<file path="config.mk">
export PLATFORM = sky130hd
export DESIGN_NAME = wtq_lane
export DESIGN_NICKNAME = d
export VERILOG_FILES = /design/src/rtl/wtq_pkg.sv /design/src/rtl/wtq_lane.sv
export SDC_FILE = /design/constraint.sdc
export NUM_CORES = 2
export LEC_CHECK = 0
export BUFFER_PORTS_ARGS = -buffer_cell sky130_fd_sc_hd__buf_2
export CORE_AREA = 2 2 298 300
export DETAILED_ROUTE_END_ITERATION = 10
export DIE_AREA = 0 0 300 302
export GPL_ROUTABILITY_DRIVEN = 0
export PLACE_DENSITY_LB_ADDON = 0.12
export REMOVE_ABC_BUFFERS = 1
export SKIP_LAST_GASP = 1
export SLEW_MARGIN = 20
export SYNTH_ARGS = -nofsm -noshare
export SYNTH_HDL_FRONTEND = slang
export SYNTH_SLANG_ARGS = --single-unit
</file>
<file path="constraint.sdc">
create_clock -name clock -period 13 [get_ports clock]
set_input_delay 1.3 -clock clock [delete_from_list [all_inputs] [get_ports clock]]
set_output_delay 1.3 -clock clock [all_outputs]
set_load 0.01 [all_outputs]
</file>
<file path="src/rtl/wtq_pkg.sv">
package wtq_pkg;

   localparam int CALIB_COUNT_DEF = 50;
   localparam int SAMPLE_BITS_DEF = 12;
   localparam int FRAC_BITS_DEF   = 16;

   localparam int CONTACT_W = 12;
   localparam int STUCK_W   = 16;
   localparam int GAIN_W    = 16;
   localparam int SIGN_W    = 2;
   localparam int TIME_W    = 32;
   localparam int TURN_W    = 2;
   localparam int ADDR_W    = 5;
   localparam int DATA_W    = 32;
   localparam int INDEX_W   = 3;

   localparam logic [INDEX_W-1:0] REG_TOUCH_HI   = 3'd0;
   localparam logic [INDEX_W-1:0] REG_TOUCH_LO   = 3'd1;
   localparam logic [INDEX_W-1:0] REG_HOLD_LIMIT = 3'd2;
   localparam logic [INDEX_W-1:0] REG_FRONT_SIGN = 3'd3;
   localparam logic [INDEX_W-1:0] REG_TRACK_GAIN = 3'd4;

   localparam logic [CONTACT_W-1:0] TOUCH_HI_RST   = 12'd150;
   localparam logic [CONTACT_W-1:0] TOUCH_LO_RST   = 12'd100;
   localparam logic [STUCK_W-1:0]   HOLD_LIMIT_RST = 16'd3000;
   localparam logic [SIGN_W-1:0]    FRONT_SIGN_RST = 2'b01;
   localparam logic [GAIN_W-1:0]    TRACK_GAIN_RST = 16'd655;

   // direction codes; both remaining codes mean falling
   localparam logic [SIGN_W-1:0] SIGN_EITHER = 2'b00;
   localparam logic [SIGN_W-1:0] SIGN_RISE   = 2'b01;

   localparam logic OP_CALIB = 1'b0;
   localparam logic OP_RUN   = 1'b1;

   localparam logic [TURN_W-1:0] TURN_NONE  = 2'd0;
   localparam logic [TURN_W-1:0] TURN_RIGHT = 2'd1;
   localparam logic [TURN_W-1:0] TURN_LEFT  = 2'd2;
   localparam logic [TURN_W-1:0] TURN_FRONT = 2'd3;

   typedef struct packed {
      logic [CONTACT_W-1:0] touch_hi;
      logic [CONTACT_W-1:0] touch_lo;
      logic [STUCK_W-1:0]   hold_limit;
      logic [GAIN_W-1:0]    track_gain;
   } cfg_type;

   typedef struct packed {
      logic calib;
      logic last;
   } lane_ctl_type;

   typedef struct packed {
      logic onset;
      logic held;
   } lane_stat_type;

endpackage

</file>
<file path="src/rtl/wtq_lane.sv">
module wtq_lane import wtq_pkg::*; #(
   parameter int SAMPLE_BITS = SAMPLE_BITS_DEF,
   parameter int FRAC_BITS   = FRAC_BITS_DEF,
   parameter int CALIB_COUNT = CALIB_COUNT_DEF
) (
   input  logic                   clock,
   input  logic                   reset,
   input  logic                   accept,
   input  lane_ctl_type           ctl,
   input  cfg_type                cfg,
   input  logic [SIGN_W-1:0]      sign_code,
   input  logic [SAMPLE_BITS-1:0] sample,
   input  logic [TIME_W-1:0]      now_ms,
   output lane_stat_type          stat
);

   localparam int REST_W  = SAMPLE_BITS + FRAC_BITS;
   localparam int SUM_W   = SAMPLE_BITS + $clog2(CALIB_COUNT);
   localparam int DIV_K   = SUM_W + $clog2(CALIB_COUNT);
   localparam int RECIP_W = DIV_K + 1;
   localparam int DEV_W   = (SAMPLE_BITS + 2 > CONTACT_W + 1) ? SAMPLE_BITS + 2 : CONTACT_W + 1;
   localparam int PROD_W  = REST_W + GAIN_W;
   localparam int QPROD_W = SUM_W + RECIP_W;
   // ceil(2^k / count): exact floor division for every sum that fits SUM_W
   localparam logic [RECIP_W-1:0] RECIP =
      RECIP_W'(((64'd1 << DIV_K) + 64'(CALIB_COUNT) - 64'd1) / 64'(CALIB_COUNT));

   logic [REST_W-1:0]        rest_ff, rest_in;
   logic                     away_ff, away_in;
   logic [TIME_W-1:0]        since_ff, since_in;
   logic [SUM_W-1:0]         sum_ff, sum_in;

   logic [REST_W-1:0]        sample_fx, diff, step, tracked;
   logic [PROD_W-1:0]        prod;
   logic                     rising;
   logic [SUM_W-1:0]         sum_next;
   logic [QPROD_W-1:0]       quot_prod;
   logic [SAMPLE_BITS-1:0]   mean;
   logic signed [DEV_W-1:0]  delta, dev, on_thr, off_thr;
   logic [TIME_W-1:0]        held_ms;
   logic                     onset;

   // rest tracker, truncated toward zero
   always_comb begin
      sample_fx = {sample, {FRAC_BITS{1'b0}}};
      rising    = sample_fx >= rest_ff;
      diff      = rising ? sample_fx - rest_ff : rest_ff - sample_fx;
      prod      = {{GAIN_W{1'b0}}, diff} * {{REST_W{1'b0}}, cfg.track_gain};
      step      = prod[PROD_W-1:GAIN_W];
      tracked   = rising ? rest_ff + step : rest_ff - step;
   end

   always_comb begin
      delta = $signed({{(DEV_W-SAMPLE_BITS){1'b0}}, sample})
            - $signed({{(DEV_W-SAMPLE_BITS){1'b0}}, rest_ff[REST_W-1:FRAC_BITS]});
      case (sign_code)
         SIGN_EITHER: dev = (delta < 0) ? -delta : delta;
         SIGN_RISE:   dev = delta;
         default:     dev = -delta;
      endcase
      on_thr  = $signed({{(DEV_W-CONTACT_W){1'b0}}, cfg.touch_hi});
      off_thr = $signed({{(DEV_W-CONTACT_W){1'b0}}, cfg.touch_lo});
      held_ms = now_ms - since_ff;
   end

   // calibration average by reciprocal multiply
   always_comb begin
      sum_next  = sum_ff + SUM_W'(sample);
      quot_prod = {{RECIP_W{1'b0}}, sum_next} * {{SUM_W{1'b0}}, RECIP};
      mean      = quot_prod[DIV_K +: SAMPLE_BITS];
   end

   always_comb begin
      rest_in  = rest_ff;
      away_in  = away_ff;
      since_in = since_ff;
      sum_in   = sum_ff;
      onset    = 1'b0;
      if (accept) begin
         if (ctl.calib) begin
            if (ctl.last) begin
               rest_in = {mean, {FRAC_BITS{1'b0}}};
               sum_in  = '0;
               away_in = 1'b0;
            end else begin
               sum_in = sum_next;
            end
         end else if (!away_ff) begin
            rest_in = tracked;
            if (dev > on_thr) begin
               away_in  = 1'b1;
               since_in = now_ms;
               onset    = 1'b1;
            end
         end else if (dev < off_thr) begin
            away_in = 1'b0;
         end else if (held_ms > {{(TIME_W-STUCK_W){1'b0}}, cfg.hold_limit}) begin
            rest_in = sample_fx;
            away_in = 1'b0;
         end
      end
      stat.onset = onset;
      stat.held  = away_in;
   end

   always_ff @(posedge clock) begin
      if (reset) begin
         rest_ff <= '0;
         away_ff <= 1'b0;
         sum_ff  <= '0;
      end else begin
         rest_ff <= rest_in;
         away_ff <= away_in;
         sum_ff  <= sum_in;
      end
   end

   always_ff @(posedge clock) begin
      since_ff <= since_in;
   end

endmodule

</file>
==> run summary <==
Tot GR Track Use -> 0.1980
Die Y -> 302 um
Core Util, Final -> 0.3791
initial antenna violation count -> 0
WS Path Type -> in2reg
Synth cell types -> 86
synth warn -> 0
drt total wl -> 87,160 um
Initial Utilization -> 0.3460
adder-cell share of the synthesized area -> 0.4865
number of core rows -> 109
Commonest cells post-synth -> 750 x inv_1, 485 x fa_1, 421 x nand2_1, 402 x ha_1, 179 x and2_1
# setup viols final -> 0
CTS tree -> done
worst r2r path cells -> 46
Post-synth EDFFs -> 32
Final period util -> 0.9465
Mean Syn Cell Area -> 8.362 um^2
Die X -> 300 um
area grow syn2layout -> 9.561%
register area -> 1902 um^2
WP buf/inv -> 12
number of synthesized register bits -> 79
Post-Synth Simple-Gate Area -> 0.1592
post-synth top area cell -> fa_1
post-synthesis cell area -> 30,300 um^2
HP Start -> sum_ff[4]$_SDFFE_PP0P_
WHS Path Cells -> 2
post-place setup slack -> -0.1428 ns
Post-synth ARST share -> 0
Reg-to-Reg End -> rest_ff[25]$_SDFFE_PP0P_
top cell type's share of synthesized area -> 0.3205
# DRC -> 0
max incr delay on CP -> 0.57 ns
vias per cell -> 4.962
FILL cells -> 9,213
register area share after synthesis -> 0.06277
Register-to-Register Setup Slack -> 0.99 ns
final setup TNS -> 0 ns
CP Capture Type -> flop
Hold Path End -> sum_ff[4]$_SDFFE_PP0P_
Core ar. -> 87,560 um^2
Synth Instances -> 3,623
first-pass GRT wire length -> 142,600 um
fmax -> 0.08127 GHz
delay-heaviest family, CP -> adder cells
Sink Count -> 79
Synth area leaders -> fa_1 32%, ha_1 17%, inv_1 9.3%
worst min-delay path class -> reg2reg
Slew Limit Fails -> 0
Final Hold Vio Count -> 0
Critical Path AT -> 12.52 ns
max cap viols -> 0
drt pass-1 iters -> 6
Tmin final -> 12.30 ns
nets -> 4,730
maximum root-to-sink buffer count -> 2
vias in the first global route -> 25.63k
number of port buffers -> 108
status -> finished clean
I/O pin cnt -> 109
Die ar. -> 90,600 um^2
CP max FO -> 20
fin area -> 33,190 um^2
XOR/XNOR share of the synthesized area -> 0.04510
Detailed Place HPWL -> 74,930 um
WP data required -> 13.22 ns
cell with the most instances after synthesis -> inv_1
CP startpoint kind -> primary input
CTS Hold Buffers Added -> 0
grt ovf -> 0
CTS clk-pin slew, worst paths -> 0.07 ns
Worst slew margin -> 0.3261
ant diodes -> 0
layout cells sized above 1 -> 0.07886
largest net degree at the start of global routing -> 42
largest family of logic cells by synthesized area -> adder cells
CTS HTree Levels -> 3
clock latency on the worst-skew pair -> 0.38 ns
clock skew -> 0.01506 ns
Wirelength per Cell -> 17.77 um
post-synthesis compound-gate area fraction -> 0.1342
Setup crit start -> sample[1]
1st-iter DRT viols -> 1,031
CTS buffer count -> 9
mux cell area share after synthesis -> 0.002684
clock root cell -> clkbuf_16
Worst Max-Slew Pin Slew -> 1.004 ns
Worst path slowest cell -> or4b_1
via count -> 24.34k
placed cell areas -> 32,730 um^2
ANT nets after route -> 0
Most used DFF post-synth -> dfxtp_1
multi-input logic area -> 25,220 um^2
PnR worst setup slack -> 0.6954 ns
reg2reg start -> rest_ff[1]$_SDFFE_PP0P_
## sequential cells by signal, indices dropped and copies added (netlist names)
signal,flops
sum_ff,18
rest_ff,28
away_ff,1
since_ff,32
## timing repair
item	CTS	global route
setup endpoints to repair	0	12
gates resized for setup	0	20
setup buffers	0	6
## cell usage in the layout (no fill, tap or decap), types with 30 or more instances in the layout
master	count
inv_1	750
fa_1	485
nand2_1	421
ha_1	402
and2_1	179
a21oi_1	175
nor2_1	140
buf_4	120
o21ai_0	117
buf_2	108
xnor2_1	94
a21o_1	92
xor2_1	53
nor3_1	47
dfxtp_1	47
nand3_1	43
edfxtp_1	32
nand4_1	30
## layer usage
layer / part of all wire / GRT usage
met3: 0.019 / 0.01329
met4: 0.013 / 0.03167
met2: 0.50 / 0.3465
met5: 0 / 0
met1: 0.47 / 0.2728
## final cells by class
| type | count | area share |
|---|---|---|
| Clock buffer | 10 | 0.007200 |
| Clock inverter | 6 | 0.001809 |
| Inverter | 751 | 0.08493 |
| Multi-Input combinational cell | 2664 | 0.7599 |
| Sequential cell | 79 | 0.05730 |
| Tap cell | 1165 | 0.04391 |
| Timing Repair Buffer | 231 | 0.04497 |
## tightest hold or removal path, delay by kind of cell, from the launching register on
family | cells | cell delay (ns)
AO/OA/AOI/OAI | 1 | 0.08
flip-flops | 1 | 0.33
AND/OR/NAND/NOR | 1 | 0.08
## metrics by stage
| step | hold WS, ns | std cells |
|---|---|---|
| after floorplan | 0.4592 | 3494 |
| after global placement | 0.5023 | 4884 |
| after detailed placement | 0.5104 | 4884 |
| after CTS | 0.5300 | 4900 |
| after global routing | 0.5546 | 4906 |
| final | 0.5280 | 4906 |
## worst max-delay path by stage
stage                                          end  slack, ns  cells after the start
after CTS                 rest_ff[25]$_SDFFE_PP0P_       0.20                     51
final                     rest_ff[25]$_SDFFE_PP0P_       0.70                     51
after global placement    rest_ff[25]$_SDFFE_PP0P_      -0.15                     51
after detailed placement  rest_ff[25]$_SDFFE_PP0P_      -0.14                     51
after floorplan           rest_ff[27]$_SDFFE_PP0P_       0.55                     45
after global routing      rest_ff[25]$_SDFFE_PP0P_      -0.07                     53
## kinds of logic (layout without fill, tap and decap cells)
group                      count (synthesis)  count (layout)
and+or+nand+nor                          993             993
DFF                                       79              79
muxes                                      8               8
AOI/OAI and AO/OA                        620             620
buffers and inverters                    880             998
xor gates and xnor gates                 156             156
adders and majority gates                887             887
Power is not shown: default switching activity piles up to over one toggle a cycle in this logic, so the estimate is an artifact.
